===== src/hw/rtl/yuv420_to_argb_converter_macros.svh =====
// assertion helpers for the top-level rtl file
`ifndef YUV420_TO_ARGB_CONVERTER_MACROS_SVH
`define YUV420_TO_ARGB_CONVERTER_MACROS_SVH

// same-cycle implication, checked out of reset
`define Y2A_ASSERT_IMPL(label, pre, post) \
	label: assert property (@(posedge clk) disable iff (!arst_n) (pre) |-> (post)) \
		else $error("y2a same-cycle check failed");

// next-cycle implication, checked out of reset
`define Y2A_ASSERT_NEXT(label, pre, post) \
	label: assert property (@(posedge clk) disable iff (!arst_n) (pre) |=> (post)) \
		else $error("y2a next-cycle check failed");

`endif


===== src/hw/rtl/y2a_pkg.sv =====
`timescale 1ns / 1ps

package y2a_pkg;

	// frame geometry
	localparam int MAX_WIDTH  = 4096;
	localparam int MAX_HEIGHT = 4096;
	localparam int DIM_W      = 13;
	localparam int ROW_W      = 12;
	localparam int LINE_DEPTH = (MAX_WIDTH + 1) / 2;
	localparam int COL_W      = $clog2(LINE_DEPTH);
	localparam int PAIR_W     = $clog2(LINE_DEPTH + 1);
	localparam int WMAX_W     = ($clog2(MAX_WIDTH + 1) > DIM_W) ? $clog2(MAX_WIDTH + 1) : DIM_W;
	localparam int CHROMA_W   = 16;

	// queue between front and back
	localparam int Q_DEPTH = 4;
	localparam int Q_PTR_W = $clog2(Q_DEPTH);
	localparam int LVL_W   = $clog2(Q_DEPTH + 1);

	// datapath widths and bt.601 coefficients in 6-bit fixed point
	localparam int TERM_W = 16;
	localparam int ACC_W  = 18;
	localparam int FRAC_W = 6;
	localparam logic signed [ACC_W-1:0] COEF_Y  = ACC_W'(74);
	localparam logic signed [ACC_W-1:0] COEF_BU = ACC_W'(127);
	localparam logic signed [ACC_W-1:0] COEF_GU = -ACC_W'(25);
	localparam logic signed [ACC_W-1:0] COEF_GV = -ACC_W'(52);
	localparam logic signed [ACC_W-1:0] COEF_RV = ACC_W'(102);
	localparam logic [7:0] LUMA_OFS   = 8'd16;
	localparam logic [7:0] CHROMA_OFS = 8'd128;
	localparam logic [7:0] CHAN_MAX   = 8'd255;
	localparam logic [7:0] ALPHA      = 8'hFF;

	// configuration register indexes
	typedef enum logic {
		REG_FRAME_WIDTH  = 1'b0,
		REG_FRAME_HEIGHT = 1'b1
	} cfg_reg_t;

	// one classified item handed from front to back
	typedef struct packed {
		logic [7:0] luma_first;
		logic [7:0] luma_second;
		logic [7:0] chroma_u;
		logic [7:0] chroma_v;
		logic       single;
		logic       last_pair;
		logic       last_row;
	} item_t;

endpackage


===== src/hw/rtl/y2a_queue.sv =====
`timescale 1ns / 1ps

module y2a_queue (
	input  logic                      clk,
	input  logic                      arst_n,
	input  logic                      push,
	input  y2a_pkg::item_t            push_item,
	input  logic                      pop,
	output y2a_pkg::item_t            head_item,
	output logic [y2a_pkg::LVL_W-1:0] level
);

	import y2a_pkg::*;

	item_t              entry_q [Q_DEPTH];
	logic [Q_PTR_W-1:0] wr_ptr_q;
	logic [Q_PTR_W-1:0] rd_ptr_q;
	logic [LVL_W-1:0]   level_q;

	// pointers and fill level
	always_ff @(posedge clk or negedge arst_n) begin
		if (!arst_n) begin
			wr_ptr_q <= '0;
			rd_ptr_q <= '0;
			level_q  <= '0;
		end else begin
			if (push) begin
				wr_ptr_q <= wr_ptr_q + Q_PTR_W'(1);
			end
			if (pop) begin
				rd_ptr_q <= rd_ptr_q + Q_PTR_W'(1);
			end
			if (push && !pop) begin
				level_q <= level_q + LVL_W'(1);
			end else if (pop && !push) begin
				level_q <= level_q - LVL_W'(1);
			end
		end
	end

	// storage
	always_ff @(posedge clk) begin
		if (push) begin
			entry_q[wr_ptr_q] <= push_item;
		end
	end

	assign head_item = entry_q[rd_ptr_q];
	assign level     = level_q;

endmodule


===== config.mk =====
export PLATFORM = sky130hd
export DESIGN_NAME = y2a_queue
export DESIGN_NICKNAME = d
export VERILOG_FILES = /design/src/hw/rtl/yuv420_to_argb_converter_macros.svh /design/src/hw/rtl/y2a_pkg.sv /design/src/hw/rtl/y2a_queue.sv
export SDC_FILE = /design/constraint.sdc
export NUM_CORES = 1
export LEC_CHECK = 0
export ABC_AREA = 1
export BUFFER_PORTS_ARGS = -buffer_cell sky130_fd_sc_hd__buf_4
export CAP_MARGIN = 20
export CORE_MARGIN = 4
export CORE_UTILIZATION = 35
export CTS_CLUSTER_DIAMETER = 120
export DETAILED_ROUTE_END_ITERATION = 8
export GPL_TIMING_DRIVEN = 0
export PLACE_DENSITY = 0.52
export SYNTH_ARGS = -nofsm -noshare
export SYNTH_HDL_FRONTEND = slang
export SYNTH_SLANG_ARGS = --single-unit
export TNS_END_PERCENT = 10

===== constraint.sdc =====
create_clock -name clk -period 4.7 [get_ports clk]
set_input_delay 0.94 -clock clk [delete_from_list [all_inputs] [get_ports clk]]
set_output_delay 0.94 -clock clk [all_outputs]
set_load 0.005 [all_outputs]

Yosys cells after proc, flatten, opt, wreduce, memory -nomap -nowiden
Memories as Yosys holds them, arrays and structs flattened.
Cells that the tools add are included.
{ "word_totals": {"inputBits": 39, "latch_bits": 0, "ram_bits": 140, "wordCells": 17, "mem_count": 1, "out_inout_bits": 38, "register_bits": 7, "rom_bits": 0} }
{ "mem_list": {"columns": ["memory", "words", "width", "rd", "rd_clocked_by_memory_dff", "wr", "line", "text"], "rows": [
  ["entry_q", 4, 35, 1, 0, 1, "y2a_queue.sv:15", "item_t entry_q [Q_DEPTH];"]
]} }
{ "op_classes": {"n_eq_ne": 0, "n_reduce_logical": 5, "mul": 0, "div": 0, "shifts": 0, "n_lt_le_gt_ge": 0, "add_sub_neg": 4, "mux": 4, "n_bitwise": 0} }
{ "op_table": {"columns": ["op", "n"], "rows": [
  ["$mux 3", 2],
  ["$add 2x1->2 const B", 2],
  ["$add 3x1->3 const B", 1],
  ["$sub 3x1->3 const B", 1],
  ["$logic_and 1x1->1", 2],
  ["$logic_not 1->1", 2],
  ["$mux 1", 2],
  ["$reduce_bool 2->1", 1]
]} }

Longest topological paths before layout
Gate-level depths: netlist (run 1).
{ "logic_depth": {"word_depth": 4, "mapped_depth": 9, "depth_no_buf": 9} }

Worst setup path before layout (run 1)
No wires, ideal clock.
{ "synth_timing": {"path_kind": "input port to flip-flop", "start": "input port push", "end": "memory entry_q[1][0] (netlist name), enable pin", "path_buffers": 1, "cell_stages": 3, "slack_ns": 2.391, "setup_ns": 0.390, "required_time_ns": 4.310, "arrival_ns": 1.919, "cell_sequence": "clkbuf_1 > nand2_1 > inv_1"} }
{ "synth_via": {"elab_chain_cells": 2} }
{ "synth_rtl": {"columns": ["item", "line", "text"], "rows": [
  ["from (decl)", "y2a_queue.sv:6", "input logic push,"],
  ["$mux 1", "y2a_queue.sv:43", "if (push) begin"],
  ["$mux 1 (implied by the code)", "y2a_queue.sv:44", "entry_q[wr_ptr_q] <= push_item;"],
  ["to (decl)", "y2a_queue.sv:15", null]
]} }
No other way between the ends.

==> results of run 1 <==
==> final cells by class <==
class                      count  area, um2
tap                          220      275.3
timing repair buffer          79      638.1
multi-input combinational    201       1112
clock buffer                  19      432.9
sequential                   147       4379
clock inverter                13      161.4
buffer                        24      188.9
fill                        1539       9205
inverter                      82      307.8
==> registers in the layout, summed over array words and instances (netlist names) <==
| register | cells |
|---|---|
| entry_q | 140 |
| wr_ptr_q | 2 |
| rd_ptr_q | 2 |
| level | 3 |
==> cell families (layout without fill, tap and decap cells) <==
group,after synthesis,in the layout
simple gates,120,120
xor+xnor,4,4
fa+ha+maj,6,6
compound gates,71,71
flops,147,147
buf+inv,106,217
==> Yosys cell counts <==
cell type    n  area (um2)
buf_2       10       50.05
buf_4        3       22.52
buf_6       10       112.6
clkbuf_1     1       3.750
dfrtp_1      7       175.2
edfxtp_1   140        4204
fa_1         1       20.02
ha_1         5       62.56
inv_1       81       304.0
inv_2        1       3.750
nand2_1    118       442.9
nand3_1      1       5.000
nand4_1      1       6.260
o211ai_1    68       510.5
o211ai_2     2       25.02
o21ai_1      1       5.000
xnor2_1      1       8.760
xor2_1       3       26.28
==> metrics by stage <==
| stage | utilization (%) | cells | hold slack [ns] |
|---|---|---|---|
| after detailed placement | 41.32 | 753 | 0.5164 |
| after global placement | 40.92 | 750 | 0.4940 |
| after CTS | 44.88 | 785 | 0.3163 |
| after global routing | 44.88 | 785 | 0.3091 |
| after floorplan | - | 454 | 0.4842 |
| final | 44.88 | 785 | 0.3311 |
==> power groups by stage <==
stage / Clock (mW) / Combinational [mW] / Sequential, mW
6_report: 1.34 / 1.71 / 1.79
5_1_grt: 1.43 / 1.92 / 1.81
4_1_cts: 1.38 / 1.77 / 1.79
3_5_place_dp: 0 / 1.76 / 1.82
3_3_place_gp: 0 / 1.70 / 1.82
2_1_floorplan: 0 / 0.928 / 1.81
==> worst max-delay path: stages, from the launching register on <==
cell,delay (ns)
dfrtp_1,0.35
buf_2,0.18
inv_2,0.18
buf_4,0.24
o211ai_1,0.13
nand2_1,0.09
buf_4,0.11
==> metal layers <==
layer / vias up / routed length [um]
met4: 0 / 173
met2: 71 / 6482
met3: 15 / 575
li1: 1764 / -
met1: 1733 / 5806
met5: - / 0
==> final timing paths <==
| path | end | start | depth (start not counted) | slack, ns |
|---|---|---|---|---|
| max in group asynchronous | rd_ptr_q[1]$_DFFE_PN0P_ | arst_n | 1 | 4.24 |
| min | level[0]$_DFFE_PN0P_ | arst_n | 1 | 0.33 |
| max | head_item[30] | rd_ptr_q[1]$_DFFE_PN0P_ | 6 | 2.06 |
| min reg2reg | level[2]$_DFFE_PN0P_ | level[2]$_DFFE_PN0P_ | 2 | 0.53 |
| max reg2reg | entry_q[0][2]$_DFFE_PP_ | wr_ptr_q[0]$_DFFE_PN0P_ | 4 | 2.90 |
| min in group clk | level[2]$_DFFE_PN0P_ | level[2]$_DFFE_PN0P_ | 2 | 0.53 |
==> results.toml, run 1 <==
[outcome]
status = "finished, final reports clean"

[clock_tree]
cts_root_buf = "clkbuf_16"
clockBufferDepth = 2
cts_tree = "built"
cts_hold_buf = 0
insertion_delay_ns = 0.42
htreeDepth = 4
cts_setup_buffers = 0
clock_sinks = 147
cts_inserted_buffers = 17
ctsResizeCount = 0
path_clk_slew_ns = 0.06

[route]
post_drt_wl_per_cell_um = 16.61
via_count = 3583
drtPass1Iterations = 6
wl_um = 13040
ant_nets = 0
viasPerCell = 4.564
drc = 0
drtIter0Drc = 132

[floorplanning]
pin_count = 77
coreArea_um2 = 16700
row_count = 47
die_w_um = 138.8
initial_utilization_pct = 35.86
die_area_um2 = 19270
dieHeight_um = 138.8

[sta]
rsz0062_at_grt = "no"
setup_slack_ns = 2.058
skew_ns = 0.004387
maxSlewViolCount = 0
period_minus_slack_ns = 2.642
hold_viol = 0
setup-tns-final_ns = 0
setup_viol = 0
maxSlewHeadroom_pct = 39.44
worst_pin_slew_ns = 0.9070
fin_crit_sh_pct = 56.22
fmax_ghz = 0.3785

[yosys]
syn_avg_cell_area_um2 = 13.19
syn_nets = 499
syn_area_um2 = 5988
synthCells = 454
ys_ff_latch = 147
synth_mux_area_share_pct = 0
synthAdderAreaFrac_pct = 1.379
synth-xor-area-share_pct = 0.5850
yosysWarnings = 0
synthDistinctLibCells = 18
yosysSeqAreaShare_pct = 73.13
synth_top_family_by_area = "compound AO/OA/AOI/OAI gates"
synth-simple-area-share_pct = 7.585
synth_compound_area_share_pct = 9.026

[placed_design]
dp_hpwl_um = 8153
pre_cts_ws_ns = 2.174
io_buffers = 76
place_congestion = 0.7032
placed_area_um2 = 6902

[setup_path]
end_kind = "output pin"
path_class = "reg2out"
worstPathRequired_ns = 3.76
path_max_fanout = 10
start_kind = "register"
crit_arrival_ns = 1.70

[cells_and_area]
insertedDiodeCount = 0
layout_common_cells = "edfxtp_1 (140), nand2_1 (118), buf_4 (79), inv_1 (77), o211ai_1 (68)"
design_area_um2 = 7496
nNetsFinal = 597
areaGrowthSynthToFinish_pct = 25.18
final_layout_size_suffix_gt1_share_pct = 24.42
mostFrequentLayoutCell = "edfxtp_1"

[pwr]
power.switching_mw = 1.554
ir_worst_vdd_mv = 0.3383
power.total_mw = 4.838
p_sw_share_pct = 32.12
intPower_mw = 3.284
clockPowerShare_pct = 27.8
pwr-share-comb_pct = 35.2
power_per_cell_area_nw_per_um2 = 645.4
p_seq_share_pct = 37.0
leakagePower_nw = 3.060

[global_route]
grtUsageMet2_pct = 23.70
grt.overflow.total = 0
grt_max_degree = 36
grtUsageMet3_pct = 4.862
grt_pass1_wl_um = 20670
top_usage_layer = "met2"
first_global_vias = 3805
antenna_found_initial = 0
use_met1_pct = 17.43
grt_use_total_pct = 14.17

[flow_run]
max-cap-violations = 0

[hold_path]
min_path_type = "in2async"
Power figures use the tool's default switching activity.
==> run 2, diff against run 1 <==
ABC_AREA = 0   (was 1)
clock period = 2.5 ns   (was 4.7 ns; I/O delays follow)
==> run 2 against run 1 <==
Compared with the run above: sequential power grew 87%; area after synthesis fell by 8.4%; global-route usage fell by 2.3 points; design area is 5.8% lower; setup slack worse by 1.9 ns; clock skew rose by 0.0020 ns; critical endpoint is now head_item[8].
==> results.toml, run 2 <==
[placed_design]
placed_cells = 506
dp_hpwl_um = 6137
place_congestion = 0.6221
io_buffers = 76

[setup_path]
start_kind = "register"
path_max_fanout = 10
worstPathRequired_ns = 2.00
slowest_stage = "mux4_2"
crit_top_cell = "buf_2"
cpPeakStageDelay_ns = 0.38
path_class = "reg2out"
crit_chain = "buf_2 -> buf_2 -> mux4_2 -> buf_4"
end_kind = "output pin"
crit_arrival_ns = 1.82

[global_route]
use_met1_pct = 14.72
grt_pass1_wl_um = 15140
antenna_found_initial = 0
grt_max_degree = 31
top_usage_layer = "met2"
grtUsageMet2_pct = 18.57
grtUsageMet3_pct = 5.098
first_global_vias = 2728
grt.overflow.total = 0
grt_use_total_pct = 11.83

[cells_and_area]
areaGrowthSynthToFinish_pct = 28.64
final_layout_size_suffix_gt1_share_pct = 45.73
mostFrequentLayoutCell = "edfxtp_1"
instances_no_fill = 539
layout_common_cells = "edfxtp_1 (140), buf_4 (76), mux4_2 (28), clkbuf_16 (17)"
insertedDiodeCount = 0
top_register = "entry_q"
largest_reg_flops = 140
nNetsFinal = 360

[sta]
maxSlewHeadroom_pct = 66.75
setup-tns-final_ns = 0
hold_ws_ns = 0.2805
maxSlewViolCount = 0
period_minus_slack_ns = 2.316
rsz0062_at_grt = "no"
worst_pin_slew_ns = 0.4987
fin_crit_sh_pct = 92.64
hold_viol = 0
setup_viol = 0
skew_ns = 0.006434
fmax_ghz = 0.4318

[floorplanning]
row_count = 45
die_w_um = 133.2
dieHeight_um = 133.2
initial_utilization_pct = 35.97
coreArea_um2 = 15260
die_area_um2 = 17750
pin_count = 77

[route]
ant_nets = 0
drtIter0Drc = 158
drc = 0
via_count = 2432
post_drt_wl_per_cell_um = 17.90
wl_um = 9647
viasPerCell = 4.512
drtPass1Iterations = 4

[hold_path]
min_path_type = "in2reg"

[yosys]
ys_dominant_reg_cell = "edfxtp_1"
synthDistinctLibCells = 17
syn_avg_cell_area_um2 = 25.52
synth_top_area_share_pct = 76.61
async_flop_share_pct = 4.762
yosysSeqAreaShare_pct = 79.80
syn_nets = 260
synthCells = 215
synth_commonest_cells = "edfxtp_1 (140), mux4_2 (28), dfrtp_1 (7), mux4_1 (7), ha_1 (5)"
synth_area_leaders = "edfxtp_1 (77%), mux4_2 (11%), mux4_1 (3.4%)"
synth_edf_count = 140
yosysMostFrequentCell = "edfxtp_1"
yosysTopAreaCell = "edfxtp_1"
yosysWarnings = 0
ys_ff_latch = 147
syn_area_um2 = 5488

[clock_tree]
cts_setup_buffers = 0
path_clk_slew_ns = 0.06
cts_tree = "built"
insertion_delay_ns = 0.41
cts_inserted_buffers = 17
clock_sinks = 147
clockBufferDepth = 2
htreeDepth = 4
cts_root_buf = "clkbuf_16"

[outcome]
status = "finished, final reports clean"

[flow_run]
max-cap-violations = 0

[pwr]
power.total_mw = 8.427
leakagePower_nw = 2.477
power_per_cell_area_nw_per_um2 = 1194
ir_worst_vdd_mv = 0.6366
## run 2: logic make-up after synthesis
logic type      synth area share, %
mux                           15.05
flops                         79.80
fa+ha+maj                     1.505
buf+inv                       1.938
simple gates                 0.6611
xor+xnor                     0.9576
compound gates              0.09111
## run 2: critical path: cells and delay by family, from the launching register on
family,cells,cell delay [ns]
buffers and inverters,3,0.71
flip-flops,1,0.32
multiplexers,1,0.38
## run 2: area by class of cell
class	instances	area [um2]
clock buffer	19	432.9
sequential	147	4379
clock inverter	13	209.0
tap	211	264.0
inverter	4	15.01
multi-input combinational	56	1007
buffer	8	91.34
timing repair buffer	81	660.6
fill	1311	8199
## run 2: timing repair
| item | 4_1_cts | 5_1_grt |
|---|---|---|
| hold endpoints to repair | 7 | 0 |
| hold buffers | 1 | 0 |
| resized for setup | 0 | 0 |
## run 2: where the power goes
part / switching, mW / internal [mW] / leakage (nW) / total [mW]
sequential: 0.115 / 3.23 / 1.37 / 3.34
combinational: 1.05 / 1.33 / 0.816 / 2.39
clock: 0.930 / 1.77 / 0.293 / 2.70
## run 2: per-stage QoR
| step | instance area [um2] | setup slack, ns | utilization (%) |
|---|---|---|---|
| after CTS | 7059 | 0.09106 | 46.26 |
| after detailed placement | 6407 | 0.5471 | 41.99 |
| final | 7059 | 0.1839 | 46.26 |
| after floorplan | 5488 | 0.6273 | - |
| after global routing | 7059 | 0.04509 | 46.26 |
| after global placement | 6322 | -0.2123 | 41.44 |
## run 2: worst paths after layout
path,start,end,slack [ns],cells past startpoint
setup / recovery,rd_ptr_q[1]$_DFFE_PN0P_,head_item[8],0.18,4
hold / removal,pop,rd_ptr_q[0]$_DFFE_PN0P_,0.28,2
setup reg to reg,wr_ptr_q[0]$_DFFE_PN0P_,entry_q[2][13]$_DFFE_PP_,0.84,4
hold reg to reg,level[2]$_DFFE_PN0P_,level[2]$_DFFE_PN0P_,0.48,1
max in group asynchronous,arst_n,rd_ptr_q[1]$_DFFE_PN0P_,1.95,2
min in group asynchronous,arst_n,level[0]$_DFFE_PN0P_,0.43,2
## run 2: routing by layer
metal | up-vias | share of wire (%)
li1 | 1111 | -
met1 | 1253 | 43
met2 | 62 | 51
met3 | 6 | 5.3
met4 | 0 | 0.85
met5 | - | 0
==> run 3, diff against run 2 <==
CELL_PAD_IN_SITES_DETAIL_PLACEMENT = 1   (was default)
CELL_PAD_IN_SITES_GLOBAL_PLACEMENT = 2   (was default)
PLACE_DENSITY = 0.63   (was 0.52)
==> run 3 against run 2 <==
Compared with the run above: die area stayed put; critical path depth stayed put; via count is 1.2% higher; sequential power hardly changed; register-to-register slack hardly changed; clock power is 7% lower; critical endpoint is now head_item[22]; design area is 0.62% lower.
==> results.toml, run 3 (same netlist as run 2, synthesis figures left out) <==
[setup_path]
start_kind = "register"
crit_arrival_ns = 1.80
r2r_setup_slack_ns = 0.85
crit_chain = "buf_2 -> buf_2 -> mux4_2 -> buf_4"
end_kind = "output pin"
cpPeakStageDelay_ns = 0.37
crit_top_cell = "buf_2"
path_class = "reg2out"
worstPathRequired_ns = 2.00
slowest_stage = "mux4_2"
path_max_fanout = 10

[sta]
fin_crit_sh_pct = 91.93
skew_ns = 0.005347
setup_viol = 0
rsz0062_at_grt = "no"
maxSlewViolCount = 0
fmax_ghz = 0.4351
worst_pin_slew_ns = 0.4294
hold_viol = 0
setup_slack_ns = 0.2019
maxSlewHeadroom_pct = 71.38
period_minus_slack_ns = 2.298
setup-tns-final_ns = 0

[clock_tree]
cts_tree = "built"
path_clk_slew_ns = 0.06
clock_sinks = 147
ctsResizeCount = 0
cts_inserted_buffers = 17
clockBufferDepth = 2
htreeDepth = 4
cts_setup_buffers = 0
insertion_delay_ns = 0.41
cts_root_buf = "clkbuf_16"

[route]
post_drt_wl_per_cell_um = 18.66
ant_nets = 0
via_count = 2461
viasPerCell = 4.566
wl_um = 10060
drc = 0
drtIter0Drc = 115
drtPass1Iterations = 4

[floorplanning]
initial_utilization_pct = 35.97
coreArea_um2 = 15260
die_w_um = 133.2
row_count = 45
die_area_um2 = 17750
pin_count = 77
dieHeight_um = 133.2

[cells_and_area]
nNetsFinal = 360
final_layout_size_suffix_gt1_share_pct = 44.82
insertedDiodeCount = 0
areaGrowthSynthToFinish_pct = 27.84
mostFrequentLayoutCell = "edfxtp_1"
top_register = "entry_q"
layout_common_cells = "edfxtp_1 (140), buf_4 (76), mux4_2 (28), clkbuf_16 (17)"
fillers = 1411
largest_reg_flops = 140

[outcome]
status = "finished, final reports clean"

[global_route]
use_met1_pct = 15.18
grt_max_degree = 26
antenna_found_initial = 0
top_usage_layer = "met2"
grt_use_total_pct = 11.99
first_global_vias = 2695
grtUsageMet2_pct = 19.30
grtUsageMet3_pct = 4.645
grt_pass1_wl_um = 15560
grt.overflow.total = 0

[pwr]
leakagePower_nw = 2.472
power_per_cell_area_nw_per_um2 = 1178
ir_worst_vdd_mv = 0.4570

[flow_run]
max-cap-violations = 0

[placed_design]
dp_hpwl_um = 6435
place_congestion = 0.6326
pre_cts_ws_ns = 0.5640
io_buffers = 76

[hold_path]
min_path_type = "in2reg"
==> run 3: path summary, 6_finish.rpt <==
| kind | endpoint | cells after the start | from |
|---|---|---|---|
| worst min register to register | level[2]$_DFFE_PN0P_ | 1 | level[2]$_DFFE_PN0P_ |
| min in group asynchronous | level[2]$_DFFE_PN0P_ | 2 | arst_n |
| worst max register to register | entry_q[2][30]$_DFFE_PP_ | 4 | wr_ptr_q[0]$_DFFE_PN0P_ |
| worst max-delay path | head_item[22] | 4 | rd_ptr_q[1]$_DFFE_PN0P_ |
| worst min-delay path | entry_q[3][23]$_DFFE_PP_ | 1 | push_item[23] |
| max in group asynchronous | rd_ptr_q[0]$_DFFE_PN0P_ | 2 | arst_n |
==> run 3: timing repair <==
action,in CTS,in global routing
hold buffers,1,0
setup endpoints to repair,0,0
endpoints found under the hold margin,7,0
==> run 3: critical path, delay by kind of cell (launching register included) <==
kind | cells | cell delay (ns)
DFF | 1 | 0.31
buffers and inverters | 3 | 0.70
muxes | 1 | 0.37
==> run 3: final cells by class <==
| type | count | area, um2 | area share, % |
|---|---|---|---|
| multi-input cells | 56 | 1007 | 14.36 |
| plain buffers | 8 | 91.34 | 1.302 |
| inverters | 4 | 15.01 | 0.2140 |
| flip-flops and latches | 147 | 4379 | 62.42 |
| clock buffers | 29 | 530.5 | 7.562 |
| repair buffers | 81 | 660.6 | 9.417 |
| well taps | 211 | 264.0 | 3.763 |
| clock inverters | 3 | 67.56 | 0.9631 |
==> run 3: where the power goes <==
group	switching [mW]	internal (mW)	total (mW)	leakage, nW
sequential	0.121	3.23	3.35	1.37
clock	0.884	1.63	2.52	0.288
combinational	1.06	1.34	2.40	0.816
total	2.07	6.20	8.26	2.47
==> run 3: layer usage <==
layer / routed length (um) / vias up
met5: 0 / -
met4: 73 / 0
met3: 498 / 6
met2: 5114 / 57
met1: 4372 / 1289
li1: - / 1109
==> run 3: through the flow <==
stage | power (mW) | std cells | util (%) | instance area, um2 | hold WS, ns
after global placement | 5.818 | 502 | 41.44 | 6322 | 0.3206
final | 8.264 | 539 | 45.98 | 7015 | 0.2913
after global routing | 8.726 | 539 | 45.98 | 7015 | 0.2671
after detailed placement | 5.903 | 506 | 41.99 | 6407 | 0.3261
after CTS | 8.455 | 539 | 45.98 | 7015 | 0.2692
after floorplan | 4.726 | 215 | - | 5488 | 0.2044
